`src/rtl/recent_string_prefix_delta_assert.svh`:
```
// Assertion macros for the recent_string_prefix_delta RTL.
// Include by bare file name; depends on nothing else.
`ifndef RECENT_STRING_PREFIX_DELTA_ASSERT_SVH
`define RECENT_STRING_PREFIX_DELTA_ASSERT_SVH

`ifndef SYNTHESIS
// Clocked check, off while reset is asserted.
`define RSPD_ASSERT(lbl, clk, rst_n, prop, msg) \
  lbl: assert property (@(posedge clk) disable iff (!rst_n) prop) else $error(msg);
// Clocked check that also holds during reset.
`define RSPD_ASSERT_NR(lbl, clk, prop, msg) \
  lbl: assert property (@(posedge clk) prop) else $error(msg);
`else
`define RSPD_ASSERT(lbl, clk, rst_n, prop, msg)
`define RSPD_ASSERT_NR(lbl, clk, prop, msg)
`endif

`endif

```
`src/rtl/rspd_pkg.sv`:
```
// Package for recent_string_prefix_delta: sizes, codes and shared types.
// No dependencies; every RTL module of the block imports it.
package rspd_pkg;

  localparam int DICT_DEPTH = 8;
  localparam int MAX_LEN    = 32;

  localparam int SLOT_W = (DICT_DEPTH > 1) ? $clog2(DICT_DEPTH) : 1;
  localparam int POS_W  = (MAX_LEN > 1) ? $clog2(MAX_LEN) : 1;
  localparam int LEN_W  = $clog2(MAX_LEN + 1);

  localparam int BYTE_W     = 8;
  localparam int MIN_W      = 6;
  localparam int CAP_W      = 8;
  localparam int PLEN_W     = 6;
  localparam int IDX_W      = 3;
  localparam int OUT_DATA_W = 24;
  localparam int APB_AW     = 3;
  localparam int APB_DW     = 32;

  localparam logic [MIN_W-1:0] MIN_MATCH_RST = 6'd5;
  localparam logic [CAP_W-1:0] MATCH_CAP_RST = 8'd129;

  // Register select (paddr bit 2).
  localparam logic REG_MIN_MATCH = 1'b0;
  localparam logic REG_MATCH_CAP = 1'b1;

  // Result beat kinds.
  localparam logic KIND_HEADER = 1'b0;
  localparam logic KIND_SUFFIX = 1'b1;

  // Control from the sequencer to the per-slot match lanes.
  typedef struct packed {
    logic              clear;   // restart prefix tracking for a new string
    logic              step;    // fold one byte into every lane
    logic              commit;  // store pos as the length of the oldest slot
    logic [BYTE_W-1:0] byte_val;
    logic [LEN_W-1:0]  pos;
    logic [SLOT_W-1:0] oldest;
  } match_ctrl_t;

endpackage

```
`src/rtl/rspd_apb_regs.sv`:
```
// APB register file for recent_string_prefix_delta: min_match and match_cap.
// Depends on rspd_pkg.
module rspd_apb_regs (
  input  logic                        clk_i,
  input  logic                        rst_ni,
  input  logic                        psel,
  input  logic                        penable,
  input  logic                        pwrite,
  input  logic [rspd_pkg::APB_AW-1:0] paddr,
  input  logic [rspd_pkg::APB_DW-1:0] pwdata,
  output logic [rspd_pkg::APB_DW-1:0] prdata,
  output logic                        pready,
  output logic [rspd_pkg::MIN_W-1:0]  min_match_o,
  output logic [rspd_pkg::CAP_W-1:0]  match_cap_o
);
  import rspd_pkg::*;

  logic [MIN_W-1:0] min_match_q;
  logic [CAP_W-1:0] match_cap_q;
  logic             wr_en;

  assign pready = 1'b1;
  assign wr_en  = psel && penable && pwrite;

  always_ff @(posedge clk_i or negedge rst_ni) begin
    if (!rst_ni) begin
      min_match_q <= MIN_MATCH_RST;
      match_cap_q <= MATCH_CAP_RST;
    end else if (wr_en) begin
      case (paddr[2])
        REG_MIN_MATCH: min_match_q <= pwdata[MIN_W-1:0];
        REG_MATCH_CAP: match_cap_q <= pwdata[CAP_W-1:0];
        default: ;
      endcase
    end
  end

  always_comb begin
    case (paddr[2])
      REG_MIN_MATCH: prdata = APB_DW'(min_match_q);
      REG_MATCH_CAP: prdata = APB_DW'(match_cap_q);
      default:       prdata = '0;
    endcase
  end

  assign min_match_o = min_match_q;
  assign match_cap_o = match_cap_q;

endmodule

```
`src/rtl/rspd_window_ram.sv`:
```
// Window string store: one row per byte position, one byte lane per slot.
// Depends on rspd_pkg. Synchronous read with a registered output; byte-lane write.
module rspd_window_ram (
  input  logic                                             clk_i,
  input  logic                                             re_i,
  input  logic [rspd_pkg::POS_W-1:0]                       raddr_i,
  output logic [rspd_pkg::DICT_DEPTH-1:0][rspd_pkg::BYTE_W-1:0] rdata_o,
  input  logic                                             we_i,
  input  logic [rspd_pkg::POS_W-1:0]                       waddr_i,
  input  logic [rspd_pkg::SLOT_W-1:0]                      wlane_i,
  input  logic [rspd_pkg::BYTE_W-1:0]                      wdata_i
);
  import rspd_pkg::*;

  logic [DICT_DEPTH-1:0][BYTE_W-1:0] mem_q [MAX_LEN];
  logic [DICT_DEPTH-1:0][BYTE_W-1:0] rdata_q;

  always_ff @(posedge clk_i) begin
    if (we_i) begin
      mem_q[waddr_i][wlane_i] <= wdata_i;
    end
    if (re_i) begin
      rdata_q <= mem_q[raddr_i];
    end
  end

  assign rdata_o = rdata_q;

endmodule

```
`src/rtl/rspd_string_buf.sv`:
```
// Buffer for the bytes of the string being received.
// Depends on rspd_pkg. Synchronous read with a registered output.
module rspd_string_buf (
  input  logic                        clk_i,
  input  logic                        we_i,
  input  logic [rspd_pkg::POS_W-1:0]  waddr_i,
  input  logic [rspd_pkg::BYTE_W-1:0] wdata_i,
  input  logic                        re_i,
  input  logic [rspd_pkg::POS_W-1:0]  raddr_i,
  output logic [rspd_pkg::BYTE_W-1:0] rdata_o
);
  import rspd_pkg::*;

  logic [BYTE_W-1:0] mem_q [MAX_LEN];
  logic [BYTE_W-1:0] rdata_q;

  always_ff @(posedge clk_i) begin
    if (we_i) begin
      mem_q[waddr_i] <= wdata_i;
    end
    if (re_i) begin
      rdata_q <= mem_q[raddr_i];
    end
  end

  assign rdata_o = rdata_q;

endmodule

```
`src/rtl/rspd_match_lanes.sv`:
```
// Per-slot prefix trackers, stored slot lengths and the best-entry search.
// Depends on rspd_pkg.
module rspd_match_lanes (
  input  logic                                             clk_i,
  input  logic                                             rst_ni,
  input  rspd_pkg::match_ctrl_t                            ctrl_i,
  input  logic [rspd_pkg::CAP_W-1:0]                       match_cap_i,
  input  logic [rspd_pkg::DICT_DEPTH-1:0][rspd_pkg::BYTE_W-1:0] row_i,
  output logic [rspd_pkg::LEN_W-1:0]                       best_len_o,
  output logic [rspd_pkg::SLOT_W-1:0]                      best_slot_o
);
  import rspd_pkg::*;

  logic [LEN_W-1:0]      prefix_q [DICT_DEPTH];
  logic [LEN_W-1:0]      prefix_d [DICT_DEPTH];
  logic [LEN_W-1:0]      wlen_q   [DICT_DEPTH];
  logic [LEN_W-1:0]      wlen_d   [DICT_DEPTH];
  logic [DICT_DEPTH-1:0] still_q, still_d;
  logic [LEN_W-1:0]      best_len_q, best_len_d;
  logic [SLOT_W-1:0]     best_slot_q, best_slot_d;

  // Lane update: one compare per slot against the row of the current position.
  always_comb begin
    for (int s = 0; s < DICT_DEPTH; s++) begin
      prefix_d[s] = prefix_q[s];
      still_d[s]  = still_q[s];
      wlen_d[s]   = wlen_q[s];
      if (ctrl_i.clear) begin
        prefix_d[s] = '0;
        still_d[s]  = 1'b1;
      end else if (ctrl_i.step) begin
        if (still_q[s] && (ctrl_i.pos < wlen_q[s]) && (row_i[s] == ctrl_i.byte_val) &&
            (CAP_W'(prefix_q[s]) < match_cap_i)) begin
          prefix_d[s] = prefix_q[s] + LEN_W'(1);
        end else begin
          still_d[s] = 1'b0;
        end
      end
      if (ctrl_i.commit && (ctrl_i.oldest == SLOT_W'(s))) begin
        wlen_d[s] = ctrl_i.pos;
      end
    end
  end

  // Longest prefix wins; among equals the entry with the highest age rank
  // (newest) wins. A zero prefix never matches.
  always_comb begin
    logic [SLOT_W:0] rank;
    best_len_d  = '0;
    best_slot_d = '0;
    for (int s = 0; s < DICT_DEPTH; s++) begin
      if (SLOT_W'(s) >= ctrl_i.oldest) begin
        rank = (SLOT_W+1)'(s) - {1'b0, ctrl_i.oldest};
      end else begin
        rank = (SLOT_W+1)'(s + DICT_DEPTH) - {1'b0, ctrl_i.oldest};
      end
      if ((prefix_q[s] > best_len_d) ||
          ((prefix_q[s] == best_len_d) && (prefix_q[s] != '0) &&
           (rank[SLOT_W-1:0] > best_slot_d))) begin
        best_len_d  = prefix_q[s];
        best_slot_d = rank[SLOT_W-1:0];
      end
    end
  end

  always_ff @(posedge clk_i or negedge rst_ni) begin
    if (!rst_ni) begin
      for (int s = 0; s < DICT_DEPTH; s++) begin
        prefix_q[s] <= '0;
        wlen_q[s]   <= '0;
      end
      still_q     <= '1;
      best_len_q  <= '0;
      best_slot_q <= '0;
    end else begin
      for (int s = 0; s < DICT_DEPTH; s++) begin
        prefix_q[s] <= prefix_d[s];
        wlen_q[s]   <= wlen_d[s];
      end
      still_q     <= still_d;
      best_len_q  <= best_len_d;
      best_slot_q <= best_slot_d;
    end
  end

  assign best_len_o  = best_len_q;
  assign best_slot_o = best_slot_q;

endmodule

```
`src/rtl/recent_string_prefix_delta.sv`:
```
// recent_string_prefix_delta: front coder of strings against the 8 most recent
// strings. On a byte beat the window row for that position is read from the
// window RAM, then all slots compare in parallel in the next cycle. Once the
// string is received (or an empty-flag beat closes it), the best-entry search
// runs, the header beat goes out, each stored byte is read from the string
// buffer and then written to the window (with a suffix beat when past the prefix),
// and a commit follows; an overlong string gets only its header and is dropped.
// The copy of the string into the window goes through the single string-buffer
// read port, one stored byte at a time. Depends on rspd_pkg and the assertion header.
`include "recent_string_prefix_delta_assert.svh"

module recent_string_prefix_delta (
  input  logic                            clk_i,
  input  logic                            rst_ni,
  // Input stream
  input  logic                            s_tvalid_i,
  output logic                            s_tready_o,
  input  logic [rspd_pkg::BYTE_W-1:0]     s_tdata_i,   // [7:0] byte_in
  input  logic                            s_tlast_i,   // end_of_string
  input  logic                            s_tuser_i,   // [0] empty_string
  // Result stream
  output logic                            m_tvalid_o,
  input  logic                            m_tready_i,
  // [5:0] prefix_length, [8:6] entry_index, [9] matched, [17:10] suffix_byte,
  // [18] too_long, [23:19] zero
  output logic [rspd_pkg::OUT_DATA_W-1:0] m_tdata_o,
  output logic                            m_tlast_o,   // last_of_run
  output logic                            m_tuser_o,   // [0] item_kind
  // Configuration
  input  logic                            psel,
  input  logic                            penable,
  input  logic                            pwrite,
  input  logic [rspd_pkg::APB_AW-1:0]     paddr,
  input  logic [rspd_pkg::APB_DW-1:0]     pwdata,
  output logic [rspd_pkg::APB_DW-1:0]     prdata,
  output logic                            pready
);
  import rspd_pkg::*;

  typedef enum logic [2:0] {
    ST_IDLE,    // wait for a beat
    ST_CMP,     // window row ready: fold the byte into every lane
    ST_FIND,    // best-entry search settles into its register
    ST_HDR,     // emit the header beat
    ST_RD,      // read one stored byte of the string
    ST_WR,      // copy it into the window, emit it if past the prefix
    ST_COMMIT,  // record the length, retire the oldest slot
    ST_FLUSH    // drop an overlong string
  } state_e;

  state_e state_q, state_d;

  logic [LEN_W-1:0]  len_q, len_d;
  logic              ovf_q, ovf_d;
  logic              eos_q, eos_d;
  logic [BYTE_W-1:0] byte_q, byte_d;
  logic [LEN_W-1:0]  plen_q, plen_d;
  logic [LEN_W-1:0]  pos_q, pos_d;
  logic [SLOT_W-1:0] oldest_q, oldest_d;

  // Output register
  logic              ov_q, ov_d;
  logic              okind_q, okind_d;
  logic [PLEN_W-1:0] oplen_q, oplen_d;
  logic [IDX_W-1:0]  oidx_q, oidx_d;
  logic              omatch_q, omatch_d;
  logic [BYTE_W-1:0] obyte_q, obyte_d;
  logic              olast_q, olast_d;
  logic              otl_q, otl_d;

  logic [MIN_W-1:0]  min_match;
  logic [CAP_W-1:0]  match_cap;

  logic                              win_re, win_we;
  logic [DICT_DEPTH-1:0][BYTE_W-1:0] win_row;
  logic                              ib_we, ib_re;
  logic [BYTE_W-1:0]                 ib_rdata;

  match_ctrl_t       mctl;
  logic [LEN_W-1:0]  best_len;
  logic [SLOT_W-1:0] best_slot;

  logic              in_acc;
  logic              out_free;
  logic              suffix;
  logic [LEN_W-1:0]  hdr_plen;
  logic [SLOT_W-1:0] hdr_slot;

  rspd_apb_regs u_regs (
    .clk_i       (clk_i),
    .rst_ni      (rst_ni),
    .psel        (psel),
    .penable     (penable),
    .pwrite      (pwrite),
    .paddr       (paddr),
    .pwdata      (pwdata),
    .prdata      (prdata),
    .pready      (pready),
    .min_match_o (min_match),
    .match_cap_o (match_cap)
  );

  // Reads happen only on byte beats and writes only during the copy, so the
  // two never touch the same row in overlapping cycles.
  rspd_window_ram u_window (
    .clk_i   (clk_i),
    .re_i    (win_re),
    .raddr_i (len_q[POS_W-1:0]),
    .rdata_o (win_row),
    .we_i    (win_we),
    .waddr_i (pos_q[POS_W-1:0]),
    .wlane_i (oldest_q),
    .wdata_i (ib_rdata)
  );

  rspd_string_buf u_strbuf (
    .clk_i   (clk_i),
    .we_i    (ib_we),
    .waddr_i (len_q[POS_W-1:0]),
    .wdata_i (s_tdata_i),
    .re_i    (ib_re),
    .raddr_i (pos_q[POS_W-1:0]),
    .rdata_o (ib_rdata)
  );

  rspd_match_lanes u_lanes (
    .clk_i       (clk_i),
    .rst_ni      (rst_ni),
    .ctrl_i      (mctl),
    .match_cap_i (match_cap),
    .row_i       (win_row),
    .best_len_o  (best_len),
    .best_slot_o (best_slot)
  );

  assign s_tready_o = (state_q == ST_IDLE);
  assign in_acc     = s_tvalid_i && s_tready_o;
  assign out_free   = !ov_q || m_tready_i;
  assign suffix     = (pos_q >= plen_q);

  // Header: drop prefixes below min_match, never claim more than was received.
  always_comb begin
    if (CAP_W'(best_len) < CAP_W'(min_match)) begin
      hdr_plen = '0;
    end else begin
      hdr_plen = best_len;
    end
    if (hdr_plen > len_q) begin
      hdr_plen = len_q;
    end
    hdr_slot = (hdr_plen == '0) ? '0 : best_slot;
  end

  always_comb begin
    state_d  = state_q;
    len_d    = len_q;
    ovf_d    = ovf_q;
    eos_d    = eos_q;
    byte_d   = byte_q;
    plen_d   = plen_q;
    pos_d    = pos_q;
    oldest_d = oldest_q;

    ov_d     = ov_q && !m_tready_i;
    okind_d  = okind_q;
    oplen_d  = oplen_q;
    oidx_d   = oidx_q;
    omatch_d = omatch_q;
    obyte_d  = obyte_q;
    olast_d  = olast_q;
    otl_d    = otl_q;

    mctl          = '0;
    mctl.byte_val = byte_q;
    mctl.pos      = len_q;
    mctl.oldest   = oldest_q;

    win_re = 1'b0;
    win_we = 1'b0;
    ib_we  = 1'b0;
    ib_re  = 1'b0;

    case (state_q)
      ST_IDLE: begin
        if (in_acc) begin
          eos_d = s_tlast_i;
          if (!s_tuser_i && !ovf_q && (len_q < LEN_W'(MAX_LEN))) begin
            // Store the byte and fetch the window row at its position.
            win_re  = 1'b1;
            ib_we   = 1'b1;
            byte_d  = s_tdata_i;
            state_d = ST_CMP;
          end else begin
            if (!s_tuser_i) begin
              ovf_d = 1'b1;
            end
            if (s_tlast_i) begin
              state_d = ST_FIND;
            end
          end
        end
      end
      ST_CMP: begin
        mctl.step = 1'b1;
        len_d     = len_q + LEN_W'(1);
        state_d   = eos_q ? ST_FIND : ST_IDLE;
      end
      ST_FIND: begin
        state_d = ST_HDR;
      end
      ST_HDR: begin
        if (out_free) begin
          ov_d    = 1'b1;
          okind_d = KIND_HEADER;
          obyte_d = '0;
          if (ovf_q) begin
            oplen_d  = '0;
            oidx_d   = '0;
            omatch_d = 1'b0;
            olast_d  = 1'b1;
            otl_d    = 1'b1;
            state_d  = ST_FLUSH;
          end else begin
            oplen_d  = PLEN_W'(hdr_plen);
            oidx_d   = IDX_W'(hdr_slot);
            omatch_d = (hdr_plen != '0);
            olast_d  = (hdr_plen >= len_q);
            otl_d    = 1'b0;
            plen_d   = hdr_plen;
            pos_d    = '0;
            state_d  = (len_q == '0) ? ST_COMMIT : ST_RD;
          end
        end
      end
      ST_RD: begin
        ib_re   = 1'b1;
        state_d = ST_WR;
      end
      ST_WR: begin
        // Hold the byte until the result register frees up if it is a suffix.
        if (!suffix || out_free) begin
          win_we = 1'b1;
          if (suffix) begin
            ov_d     = 1'b1;
            okind_d  = KIND_SUFFIX;
            oplen_d  = '0;
            oidx_d   = '0;
            omatch_d = 1'b0;
            obyte_d  = ib_rdata;
            olast_d  = ((pos_q + LEN_W'(1)) == len_q);
            otl_d    = 1'b0;
          end
          pos_d   = pos_q + LEN_W'(1);
          state_d = ((pos_q + LEN_W'(1)) == len_q) ? ST_COMMIT : ST_RD;
        end
      end
      ST_COMMIT: begin
        mctl.commit = 1'b1;
        mctl.clear  = 1'b1;
        oldest_d    = (oldest_q == SLOT_W'(DICT_DEPTH - 1)) ? '0 : oldest_q + SLOT_W'(1);
        len_d       = '0;
        ovf_d       = 1'b0;
        state_d     = ST_IDLE;
      end
      ST_FLUSH: begin
        mctl.clear = 1'b1;
        len_d      = '0;
        ovf_d      = 1'b0;
        state_d    = ST_IDLE;
      end
      default: begin
        state_d = ST_IDLE;
      end
    endcase
  end

  always_ff @(posedge clk_i or negedge rst_ni) begin
    if (!rst_ni) begin
      state_q  <= ST_IDLE;
      len_q    <= '0;
      ovf_q    <= 1'b0;
      eos_q    <= 1'b0;
      byte_q   <= '0;
      plen_q   <= '0;
      pos_q    <= '0;
      oldest_q <= '0;
      ov_q     <= 1'b0;
      okind_q  <= KIND_HEADER;
      oplen_q  <= '0;
      oidx_q   <= '0;
      omatch_q <= 1'b0;
      obyte_q  <= '0;
      olast_q  <= 1'b0;
      otl_q    <= 1'b0;
    end else begin
      state_q  <= state_d;
      len_q    <= len_d;
      ovf_q    <= ovf_d;
      eos_q    <= eos_d;
      byte_q   <= byte_d;
      plen_q   <= plen_d;
      pos_q    <= pos_d;
      oldest_q <= oldest_d;
      ov_q     <= ov_d;
      okind_q  <= okind_d;
      oplen_q  <= oplen_d;
      oidx_q   <= oidx_d;
      omatch_q <= omatch_d;
      obyte_q  <= obyte_d;
      olast_q  <= olast_d;
      otl_q    <= otl_d;
    end
  end

  assign m_tvalid_o = ov_q;
  assign m_tuser_o  = okind_q;
  assign m_tlast_o  = olast_q;
  assign m_tdata_o  = {{(OUT_DATA_W - PLEN_W - IDX_W - BYTE_W - 2){1'b0}},
                       otl_q, obyte_q, omatch_q, oidx_q, oplen_q};

  // A window read is always followed by the lane compare.
  `RSPD_ASSERT(a_read_then_cmp, clk_i, rst_ni, win_re |=> (state_q == ST_CMP), "window read not followed by compare")
  // The receive count never passes the buffer size.
  `RSPD_ASSERT(a_len_bound, clk_i, rst_ni, (len_q <= LEN_W'(MAX_LEN)), "string length past buffer size")
  // The window only ages on a commit.
  `RSPD_ASSERT(a_oldest_commit, clk_i, rst_ni, (state_q != ST_COMMIT) |=> $stable(oldest_q), "oldest slot moved outside commit")
  // A header flags a match exactly when it carries a nonzero prefix.
  `RSPD_ASSERT(a_hdr_match, clk_i, rst_ni, (ov_q && (okind_q == KIND_HEADER)) |-> (omatch_q == (oplen_q != '0)), "header match flag disagrees with prefix length")
  // A dropped-string header is a lone final beat with no prefix.
  `RSPD_ASSERT(a_tl_fields, clk_i, rst_ni, (ov_q && otl_q) |-> ((oplen_q == '0) && olast_q && !omatch_q), "overlong header carries match data")

endmodule
```
`config.mk`:
```
export PLATFORM = sky130hd
export DESIGN_NAME = recent_string_prefix_delta
export DESIGN_NICKNAME = d
export VERILOG_FILES = /design/src/rtl/rspd_pkg.sv /design/src/rtl/rspd_apb_regs.sv /design/src/rtl/rspd_window_ram.sv /design/src/rtl/rspd_string_buf.sv /design/src/rtl/rspd_match_lanes.sv /design/src/rtl/recent_string_prefix_delta.sv
export VERILOG_INCLUDE_DIRS = /design/src /design/src/rtl
export SDC_FILE = /design/constraint.sdc
export NUM_CORES = 2
export LEC_CHECK = 0
export BUFFER_PORTS_ARGS = -buffer_cell sky130_fd_sc_hd__buf_4
export CAP_MARGIN = 20
export CELL_PAD_IN_SITES_DETAIL_PLACEMENT = 1
export CELL_PAD_IN_SITES_GLOBAL_PLACEMENT = 1
export CORE_AREA = 2 2 460 462
export CTS_CLUSTER_SIZE = 20
export DETAILED_ROUTE_END_ITERATION = 8
export DIE_AREA = 0 0 462 464
export PLACE_DENSITY_LB_ADDON = 0.1
export SLEW_MARGIN = 5
export SYNTH_ARGS = -nofsm -noshare
export SYNTH_HDL_FRONTEND = slang
export SYNTH_SLANG_ARGS = --single-unit
```
`constraint.sdc`:
```
create_clock -name clk_i -period 14.4 [get_ports clk_i]
set_input_delay 1.44 -clock clk_i [delete_from_list [all_inputs] [get_ports clk_i]]
set_output_delay 1.44 -clock clk_i [all_outputs]
set_load 0.05 [all_outputs]
```
==> qor.yml <==
status:
  status: "finished, final reports clean"
clock_network:
  clock_latency_ps: 950
  cts_max_level: 5
  clockBufferDepth: 4
  clk_pin_slew_ps: 60
  cts-root-buf: "clkbuf_16"
  numCtsBuffers: 288
  cts_tree: "done"
  cts_sinks: 2559
placement:
  dpl_cell_area_mm2: 0.108
  globalplace.congestion: 0.851
  portBuffers: 56
  hpwl_mm: 168
drt:
  num_vias: 54579
  drtIter0Drc: 5159
  wl_mm: 280
  postRouteAntennaNets: 0
  detail_route.drc_violations: 0
  routed_via_density: 6.20
  dr.pass1.iters: 6
  wl_per_cell_um: 31.8
timing:
  tightest_slew_ps: 1430
  finalSetupViolations: 0
  hold_viol: 0
  fmax_ghz: 0.0732
  finalCritPeriodShare_pct: 94.9
  maxSlewHeadroom_pct: 4.90
  fin_skew_ps: 101
  timing.setup.tns_ps: 0
  fin_crit_ps: 13660
  maxSlewViolCount: 0
finish:
  regArea_mm2: 0.0760
  multi_input_area_mm2: 0.0269
  stdcell_area_mm2: 0.117
  fillers: 18284
  layout-drive-gt1-share_pct: 22.6
  nNetsFinal: 6040
  syn_to_final_growth_pct: 12.6
  final_util_pct: 56.1
synth:
  synthDistinctLibCells: 96
  yosysWarnings: 0
  synth.top_cell.area_share_pct: 68.4
  seq_area_frac_synth_pct: 72.8
  yosysMostFrequentCell: "edfxtp_1"
  synth_area_leader_cell: "edfxtp_1"
  synth_area_leaders: "edfxtp_1 (68%), mux4_2 (13%), dfrtp_1 (4.1%)"
  async_flop_share_pct: 7.15
  syn_area_per_cell_um2: 18.7
  synth_edf_count: 2376
  yosys_most_used_dff: "edfxtp_1"
  netlist_instances: 5577
  synth-seq-cells: 2559
  netlist_area_mm2: 0.104
  netlist_top_cells_count: "edfxtp_1 (2,376), mux4_2 (592), nor2_1 (390)"
worst_setup_path:
  startpoint: "u_lanes.prefix_q[42]"
  rr_startpoint: "u_lanes.prefix_q[42]"
  setup.worst_path.class: "reg2reg"
  cpPeakStageDelay_ps: 530
  ff2ff_setup_slack_ps: 740
  reg2reg_depth: 64
  critPathLaunchType: "register"
  cp-endpoint: "u_lanes.best_slot_o[1]"
  crit_path_end_kind: "register"
  critPathArrivalTime_ps: 14390
  cp_slowest_cell: "or4_4"
  rr_endpoint: "u_lanes.best_slot_o[1]"
  crit_required_ps: 15130
  path_max_fanout: 9
floorplanning:
  rows: 168
  start_util_pct: 49.9
  coreArea_mm2: 0.209
  die_y_um: 464
  die_area_mm2: 0.214
  ios: 113
  die_w_um: 462
grt:
  grt_max_degree: 193
  antenna_found_initial: 15
  grt.overflow.total: 0
  grt_pass1_wl_mm: 408
  grt_pass1_vias: 56882
  grt.total_usage_pct: 26.4
pwr:
  total_power_mw: 19.5
  power.switching_mw: 5.47
  swShare_pct: 28.0
  pwr-share-clk_pct: 35.0
  cellLeakagePower_nw: 37.7
  powerDensity_mw_per_mm2: 166
  ir_drop_mv: 0.137
  p_seq_share_pct: 44.1
  combPwrFrac_pct: 21.0
  intPower_mw: 14.1
min_path:
  min_path_type: "reg2reg"
job:
  cap_violations: 0
## cell families (layout without fill, tap and decap cells)
logic type	after synthesis	count (layout)	share of synthesized area (%)
buffers and inverters	456	846	1.79
muxes	666	666	13.6
AOI/OAI and AO/OA	636	637	4.27
other	2	37	0.00720
DFF	2559	2559	72.8
adders and majority gates	185	185	2.22
xor gates and xnor gates	122	122	1.04
and+or+nand+nor	951	951	4.29
## worst min path at each step
stage                     slack, ps                  to                from  cells after the start
after floorplan                 440  u_lanes.still_q[4]  u_lanes.still_q[4]                      2
after global placement          450  u_lanes.still_q[5]  u_lanes.still_q[5]                      2
after detailed placement        460  u_lanes.still_q[4]  u_lanes.still_q[4]                      2
after CTS                       460  u_lanes.still_q[0]  u_lanes.still_q[0]                      2
after global routing            480  u_lanes.still_q[0]  u_lanes.still_q[0]                      2
final                           460  u_lanes.still_q[4]  u_lanes.still_q[4]                      2
## flip-flops by register name, indices dropped and copies added (netlist names), 3 cells and up
register	count
oplen_q	6
u_strbuf.mem_q	256
u_window.mem_q	2048
u_strbuf.rdata_o	8
len_q	6
u_lanes.wlen_q	48
oldest_q	3
plen_q	6
oidx_q	3
u_lanes.prefix_q	48
u_window.rdata_o	64
state_q	3
u_regs.match_cap_o	8
byte_q	8
pos_q	6
u_lanes.still_q	8
u_regs.min_match_o	6
u_lanes.best_len_o	6
obyte_q	8
u_lanes.best_slot_o	3
## layout make-up
cell class,instances,share of cell area (%)
timing repair buffer,233,1.64
sequential,2559,64.7
clock inverter,120,0.709
antenna,7,0.0149
inverter,131,0.419
tap,2805,2.99
multi-input combinational,2591,23.0
clock buffer,362,6.58
## metrics by stage
| stage | hold slack [ps] | setup slack, ps | cells |
|---|---|---|---|
| 3_5_place_dp | 456 | -390 | 8301 |
| 4_1_cts | 464 | 51.8 | 8783 |
| 6_report | 461 | 741 | 8808 |
| 2_1_floorplan | 436 | 77.1 | 5605 |
| 3_3_place_gp | 447 | -69.8 | 8300 |
| 5_1_grt | 479 | -43.3 | 8804 |
## layout by cell type, fill, tap and decap left out, types with 25 or more instances in the layout
master     netlist  routed
xor2_1          63      63
o21ai_0        143     137
clkbuf_1       218      58
dfrtp_1        171     166
nor2_1         390     387
inv_1          125     124
edfxtp_1      2376    2376
clkinv_1         5      68
clkbuf_16        0     295
nand3_1         73      64
nand2b_1        35      35
xnor2_1         57      57
nand2_1        193     192
conb_1           2      30
a22oi_1        261     259
mux4_2         592     592
ha_1           184     181
buf_4           34     218
mux2_2          43      42
nor2b_1         49      49
nand4_1         91      91
a21oi_1         72      60
a21o_1          25      25
clkinv_2         0      33
## critical path: cells and delay by family, from the launching register on
family	cells	cell delay [ps]
DFF	1	390
buffers and inverters	7	590
adders and majority gates	8	2280
muxes	3	780
and+or+nand+nor	21	4700
AOI/OAI and AO/OA	25	4710
## power groups by stage
stage	combinational, mW	clock [mW]	sequential (mW)
2_1_floorplan	2.63	0	8.86
3_3_place_gp	4.02	0	8.76
3_5_place_dp	4.09	0	8.76
4_1_cts	4.11	6.93	8.61
5_1_grt	4.41	7.19	8.62
6_report	4.10	6.83	8.61
## routing by layer
layer  up-vias  track usage, %  routed length [um]  part of all wire [%]
met5         -               0                 105                 0.038
met1     29338            38.1              119000                    42
met2      1873            41.5              134000                    48
met4        16            7.45                7980                   2.9
li1      22915               -                   -                     -
met3       437            4.66               18600                   6.6
## repair_timing
action                                  4_1_cts  5_1_grt
buffers inserted                              0       14
endpoints found under the setup margin        9        9
gates cloned                                  0        1
gates resized for setup                       5       49
hold buffers                                  0        0
pin swaps                                     1       14
(Power assumes the default switching activity.)
